$ cat src/design/pft_pkg.sv
// shared types and constants of the lamp fade controller
// field widths, command codes, payload structs and controller/datapath links
`default_nettype none

package pft_pkg;

	localparam int LEVEL_BITS   = 16;
	localparam int TICK_BITS    = 24;
	localparam int PCT_BITS     = 7;
	localparam int PROD_BITS    = LEVEL_BITS + PCT_BITS;
	localparam int CFG_IDX_BITS = 1;
	localparam int CFG_DATA_BITS = 24;

	localparam logic [PCT_BITS-1:0]  PCT_MAX     = PCT_BITS'(99);

	// divide by 100 as a multiply by ceil(2^30/100) and a shift by 30,
	// exact for every product below 2^23
	localparam int                    RECIP_BITS  = 24;
	localparam int                    RECIP_SHIFT = 30;
	localparam logic [RECIP_BITS-1:0] PCT_RECIP   = RECIP_BITS'(10737419);

	localparam logic [LEVEL_BITS-1:0] MAX_LEVEL_RESET  = LEVEL_BITS'(65535);
	localparam logic [TICK_BITS-1:0]  RAMP_TICKS_RESET = TICK_BITS'(5000000);

	// configuration register indexes
	localparam logic [CFG_IDX_BITS-1:0] CFG_MAX_LEVEL  = 1'b0;
	localparam logic [CFG_IDX_BITS-1:0] CFG_RAMP_TICKS = 1'b1;

	typedef enum logic [1:0] {
		KIND_TICK = 2'd0,
		KIND_FADE = 2'd1,
		KIND_OFF  = 2'd2,
		KIND_NOP  = 2'd3
	} kind_t;

	// divider operand selection
	typedef enum logic {
		DIV_STEP = 1'b0,
		DIV_MOD  = 1'b1
	} div_sel_t;

	typedef struct packed {
		kind_t               kind;
		logic [PCT_BITS-1:0] percent;
	} in_item_t;

	typedef struct packed {
		logic [LEVEL_BITS-1:0] duty;
		logic                  busy_res;
		logic                  lamp_enable;
		logic                  ramp_done;
		logic                  ignored;
	} out_item_t;

	typedef struct packed {
		logic     load_in;
		logic     set_dropped;
		logic     mul_ld;
		logic     div_start;
		div_sel_t div_sel;
		logic     set_target;
		logic     set_step;
		logic     set_lmod;
		logic     start_ramp;
		logic     tick_upd;
		logic     emit;
	} cmd_t;

	typedef struct packed {
		kind_t kind;
		logic  ramping;
		logic  up;
		logic  lmod_stale;
		logic  div_done;
		logic  target_eq;
		logic  out_free;
	} status_t;

endpackage

`default_nettype wire

$ cat src/design/pft_div.sv
// serial restoring divider, one quotient bit per cycle
// uses pft_pkg for the operand width
`default_nettype none

module pft_div (
	input  wire logic                          clk,
	input  wire logic                          arst_n,
	input  wire logic                          start,
	input  wire logic [pft_pkg::TICK_BITS-1:0] dividend,
	input  wire logic [pft_pkg::TICK_BITS-1:0] divisor,
	output logic                               done,
	output logic      [pft_pkg::TICK_BITS-1:0] quotient,
	output logic      [pft_pkg::TICK_BITS-1:0] remainder
);

	localparam int W  = pft_pkg::TICK_BITS;
	localparam int CW = $clog2(W);

	logic [W-1:0]  quo_q;
	logic [W-1:0]  rem_q;
	logic [W-1:0]  divisor_q;
	logic [CW-1:0] cnt_q;
	logic          busy_q;
	logic          done_q;

	logic [W:0] shifted;
	logic [W:0] diff;
	logic       fits;

	always_comb begin
		shifted = {rem_q, quo_q[W-1]};
		diff    = shifted - {1'b0, divisor_q};
		fits    = shifted >= {1'b0, divisor_q};
	end

	always_ff @(posedge clk) begin
		if (start) begin
			quo_q     <= dividend;
			rem_q     <= '0;
			divisor_q <= divisor;
		end else if (busy_q) begin
			quo_q <= {quo_q[W-2:0], fits};
			rem_q <= fits ? diff[W-1:0] : shifted[W-1:0];
		end
	end

	always_ff @(posedge clk or negedge arst_n) begin
		if (!arst_n) begin
			busy_q <= 1'b0;
			done_q <= 1'b0;
			cnt_q  <= '0;
		end else begin
			done_q <= busy_q && (cnt_q == '0);
			if (start) begin
				busy_q <= 1'b1;
				cnt_q  <= CW'(W - 1);
			end else if (busy_q) begin
				if (cnt_q == '0) begin
					busy_q <= 1'b0;
				end else begin
					cnt_q <= cnt_q - CW'(1);
				end
			end
		end
	end

	assign done      = done_q;
	assign quotient  = quo_q;
	assign remainder = rem_q;

	a_no_restart: assert property (@(posedge clk) disable iff (!arst_n)
		busy_q |-> !start)
		else $error("divider started while still busy");

endmodule

`default_nettype wire

$ cat src/design/pft_dpath.sv
// datapath of the lamp fade controller: configuration, ramp state,
// target product, shared divider and output register; uses pft_pkg and pft_div
`default_nettype none

module pft_dpath (
	input  wire logic                              clk,
	input  wire logic                              arst_n,
	input  wire logic                              cfg_we,
	input  wire logic [pft_pkg::CFG_IDX_BITS-1:0]  cfg_index,
	input  wire logic [pft_pkg::CFG_DATA_BITS-1:0] cfg_data,
	input  wire pft_pkg::in_item_t                 in_item,
	input  wire logic                              out_ready,
	output logic                                   out_valid,
	output pft_pkg::out_item_t                     out_item,
	input  wire pft_pkg::cmd_t                     cmd,
	output pft_pkg::status_t                       status
);

	localparam int LW  = pft_pkg::LEVEL_BITS;
	localparam int TW  = pft_pkg::TICK_BITS;
	localparam int PW  = pft_pkg::PCT_BITS;
	localparam int PRW = pft_pkg::PROD_BITS;
	localparam int RW  = pft_pkg::PROD_BITS + pft_pkg::RECIP_BITS;

	// configuration
	logic [LW-1:0] max_level_q;
	logic [TW-1:0] ramp_ticks_q;

	always_ff @(posedge clk or negedge arst_n) begin
		if (!arst_n) begin
			max_level_q  <= pft_pkg::MAX_LEVEL_RESET;
			ramp_ticks_q <= pft_pkg::RAMP_TICKS_RESET;
		end else if (cfg_we) begin
			unique case (cfg_index)
				pft_pkg::CFG_MAX_LEVEL:  max_level_q  <= cfg_data[LW-1:0];
				pft_pkg::CFG_RAMP_TICKS: ramp_ticks_q <= cfg_data[TW-1:0];
				default: ;
			endcase
		end
	end

	// latched item
	pft_pkg::kind_t            kind_q;
	logic [PW-1:0]             pct_q;
	logic [pft_pkg::PROD_BITS-1:0] product_q;

	// ramp state
	logic [LW-1:0] settled_q;
	logic [LW-1:0] target_q;
	logic [LW:0]   working_q;
	logic [TW-1:0] tick_q;
	logic [TW-1:0] step_q;
	logic [TW-1:0] rem_q;
	logic [TW-1:0] lmod_q;
	logic          lmod_stale_q;
	logic          up_q;
	logic          ramping_q;
	logic          enable_q;
	logic          off_q;
	logic [LW-1:0] duty_q;
	logic          done_q;
	logic          dropped_q;

	// output register
	logic               out_valid_q;
	pft_pkg::out_item_t out_q;

	logic [TW-1:0] len;
	logic          up_w;
	logic [LW-1:0] diff_w;
	logic [TW-1:0] tick_n;
	logic [TW-1:0] rem_inc;
	logic [TW-1:0] rem_n;
	logic          move;
	logic          last;
	logic [LW:0]   target_ext;
	logic [LW:0]   working_n;
	logic [RW-1:0] recip_w;
	logic [LW-1:0] target_w;

	logic          div_done;
	logic [TW-1:0] div_quo;
	logic [TW-1:0] div_rem;
	logic [TW-1:0] div_dividend;
	logic [TW-1:0] div_divisor;

	always_comb begin
		len        = (ramp_ticks_q == '0) ? TW'(1) : ramp_ticks_q;
		up_w       = target_q > settled_q;
		diff_w     = up_w ? (target_q - settled_q) : (settled_q - target_q);
		target_ext = {1'b0, target_q};

		// percent of full scale divided by 100 through the reciprocal
		recip_w  = RW'(product_q) * RW'(pft_pkg::PCT_RECIP);
		target_w = recip_w[pft_pkg::RECIP_SHIFT +: LW];

		// tick count modulo step, tracked without a divide; going down the
		// position is a multiple of step when the count matches len mod step
		tick_n  = tick_q + TW'(1);
		rem_inc = rem_q + TW'(1);
		rem_n   = (rem_inc == step_q) ? '0 : rem_inc;
		move    = up_q ? (rem_n == '0) : (rem_n == lmod_q);
		last    = (tick_n >= len) || (tick_n == '0);

		working_n = working_q;
		if (move) begin
			if (up_q && (working_q < target_ext)) begin
				working_n = working_q + (LW+1)'(1);
			end else if (!up_q && (working_q > target_ext)) begin
				working_n = working_q - (LW+1)'(1);
			end
		end
	end

	always_comb begin
		unique case (cmd.div_sel)
			pft_pkg::DIV_STEP: begin
				div_dividend = len;
				div_divisor  = TW'(diff_w);
			end
			pft_pkg::DIV_MOD: begin
				div_dividend = len;
				div_divisor  = step_q;
			end
		endcase
	end

	pft_div u_div (
		.clk       (clk),
		.arst_n    (arst_n),
		.start     (cmd.div_start),
		.dividend  (div_dividend),
		.divisor   (div_divisor),
		.done      (div_done),
		.quotient  (div_quo),
		.remainder (div_rem)
	);

	// item capture and product
	always_ff @(posedge clk) begin
		if (cmd.load_in) begin
			kind_q <= in_item.kind;
			if (in_item.kind == pft_pkg::KIND_OFF) begin
				pct_q <= '0;
			end else if (in_item.percent > pft_pkg::PCT_MAX) begin
				pct_q <= pft_pkg::PCT_MAX;
			end else begin
				pct_q <= in_item.percent;
			end
		end
		if (cmd.mul_ld) begin
			product_q <= PRW'(max_level_q) * PRW'(pct_q);
		end
	end

	// phase registers need no reset, they are loaded at ramp start
	always_ff @(posedge clk) begin
		if (cmd.start_ramp) begin
			rem_q <= '0;
		end else if (cmd.tick_upd) begin
			rem_q <= rem_n;
		end
		if (cmd.start_ramp || cmd.set_lmod) begin
			lmod_q <= div_rem;
		end
	end

	always_ff @(posedge clk or negedge arst_n) begin
		if (!arst_n) begin
			settled_q    <= '0;
			target_q     <= '0;
			working_q    <= '0;
			tick_q       <= '0;
			step_q       <= TW'(1);
			up_q         <= 1'b1;
			ramping_q    <= 1'b0;
			enable_q     <= 1'b0;
			off_q        <= 1'b0;
			duty_q       <= '0;
			done_q       <= 1'b0;
			dropped_q    <= 1'b0;
			lmod_stale_q <= 1'b0;
		end else begin
			// a new ramp length invalidates len mod step
			if (cfg_we && (cfg_index == pft_pkg::CFG_RAMP_TICKS)) begin
				lmod_stale_q <= 1'b1;
			end else if (cmd.start_ramp || cmd.set_lmod) begin
				lmod_stale_q <= 1'b0;
			end
			if (cmd.load_in) begin
				done_q    <= 1'b0;
				dropped_q <= 1'b0;
			end
			if (cmd.set_dropped) begin
				dropped_q <= 1'b1;
			end
			if (cmd.mul_ld) begin
				enable_q <= 1'b1;
			end
			if (cmd.set_target) begin
				target_q <= target_w;
			end
			if (cmd.set_step) begin
				step_q <= (div_quo == '0) ? TW'(1) : div_quo;
			end
			if (cmd.start_ramp) begin
				up_q      <= up_w;
				working_q <= {1'b0, settled_q};
				tick_q    <= '0;
				off_q     <= (kind_q == pft_pkg::KIND_OFF);
				ramping_q <= 1'b1;
			end
			if (cmd.tick_upd) begin
				tick_q <= tick_n;
				if (last) begin
					duty_q    <= target_q;
					working_q <= target_ext;
					settled_q <= target_q;
					ramping_q <= 1'b0;
					off_q     <= 1'b0;
					done_q    <= 1'b1;
					if (off_q) begin
						enable_q <= 1'b0;
					end
				end else begin
					working_q <= working_n;
					if (move) begin
						duty_q <= working_n[LW-1:0];
					end
				end
			end
		end
	end

	always_ff @(posedge clk) begin
		if (cmd.emit) begin
			out_q.duty        <= duty_q;
			out_q.busy_res    <= ramping_q;
			out_q.lamp_enable <= enable_q;
			out_q.ramp_done   <= done_q;
			out_q.ignored     <= dropped_q;
		end
	end

	always_ff @(posedge clk or negedge arst_n) begin
		if (!arst_n) begin
			out_valid_q <= 1'b0;
		end else if (cmd.emit) begin
			out_valid_q <= 1'b1;
		end else if (out_ready) begin
			out_valid_q <= 1'b0;
		end
	end

	assign out_valid = out_valid_q;
	assign out_item  = out_q;

	always_comb begin
		status.kind       = kind_q;
		status.ramping    = ramping_q;
		status.up         = up_q;
		status.lmod_stale = lmod_stale_q;
		status.div_done   = div_done;
		status.target_eq  = (target_q == settled_q);
		status.out_free   = !out_valid_q || out_ready;
	end

	a_phase_in_range: assert property (@(posedge clk) disable iff (!arst_n)
		ramping_q |-> (rem_q < step_q))
		else $error("tick phase outside step size during ramp");

	a_done_ends_ramp: assert property (@(posedge clk) disable iff (!arst_n)
		$fell(ramping_q) |-> done_q)
		else $error("ramp ended without ramp_done");

	a_done_idle: assert property (@(posedge clk) disable iff (!arst_n)
		done_q |-> !ramping_q)
		else $error("ramp_done while still ramping");

	a_drop_busy: assert property (@(posedge clk) disable iff (!arst_n)
		dropped_q |-> ramping_q)
		else $error("command flagged as ignored while idle");

endmodule

`default_nettype wire

$ cat src/design/pft_ctrl.sv
// sequencing state machine of the lamp fade controller
// drives the datapath command struct from its status struct; uses pft_pkg
`default_nettype none

module pft_ctrl (
	input  wire logic             clk,
	input  wire logic             arst_n,
	input  wire logic             in_valid,
	output logic                  in_ready,
	input  wire pft_pkg::status_t status,
	output pft_pkg::cmd_t         cmd
);

	typedef enum logic [8:0] {
		S_IDLE       = 9'b000000001,
		S_DECODE     = 9'b000000010,
		S_TARGET     = 9'b000000100,
		S_PHASE_WAIT = 9'b000001000,
		S_CHECK      = 9'b000010000,
		S_STEP_WAIT  = 9'b000100000,
		S_MOD_GO     = 9'b001000000,
		S_MOD_WAIT   = 9'b010000000,
		S_EMIT       = 9'b100000000
	} state_t;

	state_t state_q;
	state_t state_d;
	logic   is_cmd;
	logic   is_tick;

	always_comb begin
		is_cmd   = (status.kind == pft_pkg::KIND_FADE) || (status.kind == pft_pkg::KIND_OFF);
		is_tick  = (status.kind == pft_pkg::KIND_TICK);
		state_d  = state_q;
		cmd      = '0;
		cmd.div_sel = pft_pkg::DIV_STEP;
		in_ready = 1'b0;
		unique case (state_q)
			S_IDLE: begin
				in_ready = 1'b1;
				if (in_valid) begin
					cmd.load_in = 1'b1;
					state_d     = S_DECODE;
				end
			end
			S_DECODE: begin
				priority if (is_tick && status.ramping && !status.up && status.lmod_stale) begin
					// ramp length changed: refresh len mod step first
					cmd.div_start = 1'b1;
					cmd.div_sel   = pft_pkg::DIV_MOD;
					state_d       = S_PHASE_WAIT;
				end else if (is_tick && status.ramping) begin
					cmd.tick_upd = 1'b1;
					state_d      = S_EMIT;
				end else if (is_cmd && status.ramping) begin
					cmd.set_dropped = 1'b1;
					state_d         = S_EMIT;
				end else if (is_cmd) begin
					cmd.mul_ld = 1'b1;
					state_d    = S_TARGET;
				end else begin
					state_d = S_EMIT;
				end
			end
			S_TARGET: begin
				cmd.set_target = 1'b1;
				state_d        = S_CHECK;
			end
			S_PHASE_WAIT: begin
				if (status.div_done) begin
					cmd.set_lmod = 1'b1;
					state_d      = S_DECODE;
				end
			end
			S_CHECK: begin
				if (status.target_eq) begin
					state_d = S_EMIT;
				end else begin
					cmd.div_start = 1'b1;
					cmd.div_sel   = pft_pkg::DIV_STEP;
					state_d       = S_STEP_WAIT;
				end
			end
			S_STEP_WAIT: begin
				if (status.div_done) begin
					cmd.set_step = 1'b1;
					state_d      = S_MOD_GO;
				end
			end
			S_MOD_GO: begin
				cmd.div_start = 1'b1;
				cmd.div_sel   = pft_pkg::DIV_MOD;
				state_d       = S_MOD_WAIT;
			end
			S_MOD_WAIT: begin
				if (status.div_done) begin
					cmd.start_ramp = 1'b1;
					state_d        = S_EMIT;
				end
			end
			S_EMIT: begin
				if (status.out_free) begin
					cmd.emit = 1'b1;
					state_d  = S_IDLE;
				end
			end
			default: begin
				state_d = S_IDLE;
			end
		endcase
	end

	always_ff @(posedge clk or negedge arst_n) begin
		if (!arst_n) begin
			state_q <= S_IDLE;
		end else begin
			state_q <= state_d;
		end
	end

endmodule

`default_nettype wire

$ cat src/design/pwm_fade_to_level.sv
// top level of the lamp fade controller
// joins pft_ctrl and pft_dpath; types and constants from pft_pkg
//
// lamp fade controller: each transfer on the input is a tick, a fade to a
// percent (0..99, larger values saturate), a fade off or a no-op code, and each
// gives exactly one result transfer holding duty, busy, lamp enable, ramp done
// and ignored. a fade sets the target to max_level*percent/100 and, if it
// differs from the settled level, starts a ramp of ramp_ticks ticks whose duty
// steps one count every step_size ticks and lands on the target at the last
// tick. commands during a ramp are dropped and flagged. a tick, a no-op code or
// a dropped command passes through accept, decode and update, and output load.
// the target comes from a reciprocal multiply, so a command at the current
// level passes through accept, decode with the product load, target, check and
// output load. a fade that starts a ramp runs the one shared 24-step restoring
// divider twice in series, for the step size and for ramp_ticks modulo the
// step. a tick of a downward ramp after a ramp_ticks write reruns the modulo
// first. a result waiting in the output register holds the sequencer at the
// output load; the next input transfer is taken while that result still waits.
// configuration writes land at once and belong in idle periods
`default_nettype none

module pwm_fade_to_level (
	input  wire logic                              clk,
	input  wire logic                              arst_n,
	// configuration write port
	input  wire logic                              cfg_we,
	input  wire logic [pft_pkg::CFG_IDX_BITS-1:0]  cfg_index,
	input  wire logic [pft_pkg::CFG_DATA_BITS-1:0] cfg_data,
	// input channel
	input  wire logic                              in_valid,
	output logic                                   in_ready,
	input  wire pft_pkg::in_item_t                 in_item,
	// result channel
	output logic                                   out_valid,
	input  wire logic                              out_ready,
	output pft_pkg::out_item_t                     out_item
);

	// command and status between sequencer and datapath
	pft_pkg::cmd_t    cmd;
	pft_pkg::status_t status;

	pft_ctrl u_ctrl (
		.clk      (clk),
		.arst_n   (arst_n),
		.in_valid (in_valid),
		.in_ready (in_ready),
		.status   (status),
		.cmd      (cmd)
	);

	// datapath holds the registers, the ramp state and the output stage
	pft_dpath u_dpath (
		.clk       (clk),
		.arst_n    (arst_n),
		.cfg_we    (cfg_we),
		.cfg_index (cfg_index),
		.cfg_data  (cfg_data),
		.in_item   (in_item),
		.out_ready (out_ready),
		.out_valid (out_valid),
		.out_item  (out_item),
		.cmd       (cmd),
		.status    (status)
	);

endmodule

`default_nettype wire

$ cat config.mk
export PLATFORM = sky130hd
export DESIGN_NAME = pwm_fade_to_level
export DESIGN_NICKNAME = d
export VERILOG_FILES = /design/src/design/pft_pkg.sv /design/src/design/pft_div.sv /design/src/design/pft_dpath.sv /design/src/design/pft_ctrl.sv /design/src/design/pwm_fade_to_level.sv
export SDC_FILE = /design/constraint.sdc
export NUM_CORES = 2
export LEC_CHECK = 0
export ABC_AREA = 0
export BUFFER_PORTS_ARGS = -buffer_cell sky130_fd_sc_hd__buf_2
export CAP_MARGIN = 15
export CELL_PAD_IN_SITES_DETAIL_PLACEMENT = 1
export CELL_PAD_IN_SITES_GLOBAL_PLACEMENT = 1
export CORE_UTILIZATION = 50
export DETAILED_ROUTE_END_ITERATION = 8
export GPL_TIMING_DRIVEN = 0
export PLACE_DENSITY_LB_ADDON = 0.08
export SETUP_SLACK_MARGIN = 0.5
export SYNTH_ARGS = -nofsm -noshare
export SYNTH_HDL_FRONTEND = slang
export SYNTH_SLANG_ARGS = --single-unit
$ cat constraint.sdc
create_clock -name clk -period 9.3 [get_ports clk]
set_input_delay 1.86 -clock clk [delete_from_list [all_inputs] [get_ports clk]]
set_output_delay 1.86 -clock clk [all_outputs]
set_load 0.01 [all_outputs]
Word level (Yosys, flattened, before mapping)
Cells that the tools add are included.
Storage, ports and cells
  input port bits: 39
  register bits: 349
  logic and storage cells: 188
Cells by class
  multiplexer cells: 78
  reductions and logical operators: 34
  bitwise gates (word level): 2
  $lt $le $gt $ge: 6
  $mul: 2
  add/sub/neg operators: 8
  eq/ne operators: 23
Operators by type and width (number)
  $mux W24: 8
  $mux W17: 6
  $logic_not A24 Y1: 4
  $mux W9: 10
  $pmux W9 S9: 1
  $add A24 B1 Y24 const B: 2
  $eq A24 B24 Y1: 2
  $mux W16: 3
  $pmux W24 S2: 1
  $mul A23 B24 Y46 const B: 1
  $mux W1: 39
  $sub A16 B16 Y16: 2
  $ge A25 B24 Y1: 1
  $ge A24 B24 Y1: 1
  $sub A24 B24 Y24: 1
  $mul A16 B7 Y23: 1
  $add A17 B1 Y17 const B: 1
  $gt A17 B16 Y1: 1
  $lt A17 B16 Y1: 1
  $sub A17 B1 Y17 const B: 1
  $eq A16 B16 Y1: 1
  $gt A16 B16 Y1: 1
  $mux W5: 3
  $reduce_bool A2 Y1: 6
  30 further kinds: 55

Logic depth before layout (Yosys ltp)
  word-level depth: 11
  mapped depth: 29
  mapped depth without buffers: 29

Cells and area by module
Synthesis repeated with hierarchy kept, for this count alone.
Second synthesis, totals
  cells, all modules: 3461
  area, all modules: 33597.2 µm²
By module, submodules not included
  pft_dpath: cells each 2941, area each 28218.3 µm², times used 1
  pft_div: cells each 427, area each 4596.9 µm², times used 1
  pft_ctrl: cells each 93, area each 782.0 µm², times used 1

Worst setup path after synthesis
No wires, ideal clock.
  path type: register -> register
  start point: register u_dpath.product_q[6] in the netlist's numbering
  end point: register u_dpath.target_q[15]
  library setup time: 0.133 ns
  required time: 9.167 ns
  cell stages (with the launch flop): 28
  path slack: 2.170 ns
  arrival: 6.997 ns
  clock period less this slack: 7.130 ns
  cell sequence: edfxtp_1 -> inv_1 -> fa_1 -> inv_1 -> fa_1 -> inv_1 -> fa_1 -> fa_1 -> inv_1 -> fa_1 -> fa_1 -> inv_1 -> fa_1 -> inv_1 -> ha_1 -> a21o_1 -> a21o_1 -> a21oi_1 -> o21ai_0 -> nor3_1 -> a211oi_1 -> o31ai_1 -> o21ai_0 -> a221o_1 -> a41oi_1 -> o21ai_0 -> xnor2_1 -> o21ai_0
Between the ends
  cells in the longest elaborated chain, start to end: 1
Ends and longest elaborated chain
  from (decl): line pft_dpath.sv:45  | logic [pft_pkg::PROD_BITS-1:0] product_q;
  from (signal assigned): line pft_dpath.sv:152  | product_q <= PRW'(max_level_q) * PRW'(pct_q);
  $mul A23 B24 Y46: line pft_dpath.sv:94  | recip_w = RW'(product_q) * RW'(pft_pkg::PCT_RECIP);
  to (signal assigned): line pft_dpath.sv:201  | target_q <= target_w;
  to (decl): line pft_dpath.sv:49  | logic [LW-1:0] target_q;
Every way passes these cells.
A chain may end at the register's enable or synchronous reset.

Worst setup path after layout
Same ends and word-level chain as after synthesis.

==> metrics.md <==
| Metric | Value |
|---|---|
| Row count | 93 |
| CP Launch Point | u_dpath.product_q[6] |
| Ys async rst share | 50.72% |
| # Post-CTS Setup Buffers | 0 |
| Starting density of the core | 50.68% |
| Setup crit end kind | flip-flop |
| Vias in the first global route | 28481 |
| Ys Warns | 0 |
| DRC Markers | 0 |
| IO Pins | 61 |
| Htree depth | 2 |
| WP data arrival | 8.62 ns |
| Final Net Count | 4190 |
| R2R cell count | 27 |
| Global placer's final weighted congestion | 0.9293 |
| Crit share post-route | 87.77% |
| Layout cells sized above 1 | 9.219% |
| Max Cap Viol | 0 |
| Number of vias per cell | 5.879 |
| CP Launch Type | flip-flop |
| Critical path type | reg2reg |
| Status | complete, no violations |
| Clk buf depth | 3 |
| Commonest non-fill, non-tap cell in the layout | inv_1 |
| Syn avg cell area | 9.651 sq um |
| Netlist Area Pre-Place | 32670 sq um |
| Global-route wire length before repair | 167100 um |
| Total global routing overflow | 0 |
| Initial antenna violation count | 4 |
| WL met3 | 4295 um |
| Routed wl met2 | 52140 um |
| Min-Delay Path Depth | 0 |
| Final Critical Period | 8.162 ns |
| ANT cells | 0 |
| Mapped Cells | 3385 |
| WL/cell | 24.23 um |
| Peak Freq | 122.5 MHz |
| Worst Setup EP | u_dpath.target_q[15] |
| DPL Wire Length | 86130 um |
| Die W | 257.6 um |
| RSZ-0062 raised after global routing | false |
| Full die area | 66370 sq um |
| Metal-1 WL | 46080 um |
| Synthesized Nets | 4074 |
| CTS buffer count | 46 |
| Worst-skew pair later-pin latency | 0.59 ns |
| Post-synth EDFFs | 124 |
| Number of port buffers | 60 |
| Pre-antenna DRT Iters | 5 |
| Top_reg_cell synth | dfrtp_1 |
| # setup viols final | 0 |
| Drt total wl | 106400 um |
| Fin. max-slew vios | 0 |
| R2r setup slk | 1.14 ns |
| Post-synthesis cell type count | 95 |
| Reg-to-reg endpoint | u_dpath.target_q[15] |
| RR Startpoint | u_dpath.product_q[6] |
| Most frequent cells in the layout | inv_1 (504), ha_1 (384), nand2_1 (311) |
| Slew @ Worst Pin | 1.250 ns |
| Largest net degree at the start of global routing | 94 |
| Core area | 64460 sq um |
| Vias | 25816 |
| Die height | 257.6 um |
| Clock Tree Root | clkbuf_16 |
| Req. time, crit path | 9.75 ns |
| Clock slew at reported path FFs | 0.06 ns |
| Cts hold-fix bufs | 0 |
| GRT Overall Usage | 32.64% |
| Routed Antenna Nets | 0 |
| Skew final | 0.01788 ns |
| Highest metal used | met5 |
| Area grow syn2layout | 9.272% |
| Hold slack | 0.4485 ns |
| CTS tree | built |
| CTS resizes | 0 |
| CP max FO | 7 |
| Sinks on Clock Net | 349 |
| Max_slew headroom | 16.65% |
| Hold Violations, Final | 0 |
| Sequential share of the synthesized area | 28.00% |
| Initial detailed-routing violation count | 1804 |
| Hold Path Class | reg2reg |
| Synthesized flop and latch total | 349 |
| Post-Route Setup TNS | 0 ns |
-- stage by stage --
step / cells / area (sq um) / setup slack, ns / util (%)
detailed placement: 4307 / 34170 / 0.8502 / 53.00
CTS: 4390 / 35670 / 0.8381 / 55.33
global route: 4391 / 35700 / 0.6535 / 55.38
finish: 4391 / 35700 / 1.138 / 55.38
floorplan: 3385 / 32670 / 2.170 / -
global placement: 4300 / 34040 / 1.001 / 52.80
-- cell families after synthesis --
kind of cell	after synthesis	share of synthesized area (%)
and+or+nand+nor	903	13.86
xor gates and xnor gates	180	4.998
DFF	349	28.00
adders and majority gates	650	31.01
muxes	100	3.355
buffers and inverters	617	7.280
AOI/OAI and AO/OA	586	11.50
-- layer usage --
| metal | track usage [%] | vias up |
|---|---|---|
| li1 | - | 11748 |
| met1 | 42.71 | 13296 |
| met2 | 56.36 | 576 |
| met3 | 3.121 | 192 |
| met4 | 11.57 | 4 |
| met5 | 0 | - |
-- cell usage after synthesis, types with 76 or more instances --
cell	count	area, sq um
nand2_1	311	1167
mux2_2	76	855.8
ha_1	384	4805
nor2_1	174	653.1
inv_1	504	1892
o21ai_0	186	930.9
edfxtp_1	124	3724
fa_1	266	5325
clkbuf_1	87	326.6
xnor2_1	115	1007
dfrtp_1	150	3754
a21oi_1	124	620.6
-- registers in the layout (all words and copies together), names as in the netlist, 24 cells and up --
signal	flops
u_dpath.step_q	24
u_dpath.lmod_q	24
u_dpath.tick_q	24
u_dpath.u_div.remainder	24
u_dpath.rem_q	24
u_dpath.u_div.quotient	24
u_dpath.ramp_ticks_q	24
u_dpath.u_div.divisor_q	24
-- critical path: stages, from the launching register on --
cell and delay [ns]:
edfxtp_1 0.58, inv_1 0.17, fa_1 0.53, inv_1 0.08, fa_1 0.51, inv_1 0.06
fa_1 0.50, fa_1 0.51, inv_1 0.06, fa_1 0.48, fa_1 0.57, inv_1 0.06
fa_1 0.54, inv_1 0.05, ha_1 0.30, nand4_1 0.15, nor2_1 0.12, o21ai_0 0.14
nor2_1 0.11, a21oi_2 0.36, a211oi_1 0.21, o31ai_1 0.44, o21ai_1 0.22, a221o_1 0.37
a41oi_1 0.36, o21ai_0 0.16, xnor2_1 0.25, o21ai_0 0.11
-- layout make-up --
| type | count | area, sq um |
|---|---|---|
| multi-input cells | 2419 | 21170 |
| well taps | 855 | 1070 |
| inverters | 504 | 1892 |
| flip-flops and latches | 349 | 9148 |
| fillers | 7244 | 28770 |
| repair buffers | 68 | 432.9 |
| clock inverters | 25 | 264.0 |
| clock buffers | 58 | 1236 |
| plain buffers | 113 | 488.0 |
-- worst min path at each step --
| stage | startpoint | end |
|---|---|---|
| 2_1_floorplan | u_dpath.off_q | u_dpath.enable_q |
| 3_5_place_dp | u_dpath.duty_q[5] | u_dpath.out_item[9] |
| 5_1_grt | u_dpath.duty_q[6] | u_dpath.out_item[10] |
| 6_report | u_dpath.duty_q[5] | u_dpath.out_item[9] |
| 3_3_place_gp | u_dpath.duty_q[0] | u_dpath.out_item[4] |
| 4_1_cts | u_dpath.duty_q[5] | u_dpath.out_item[9] |
Power is left out: the tool's default activity adds up to more than one toggle a clock period on the data nets, which glitch-free logic cannot reach.
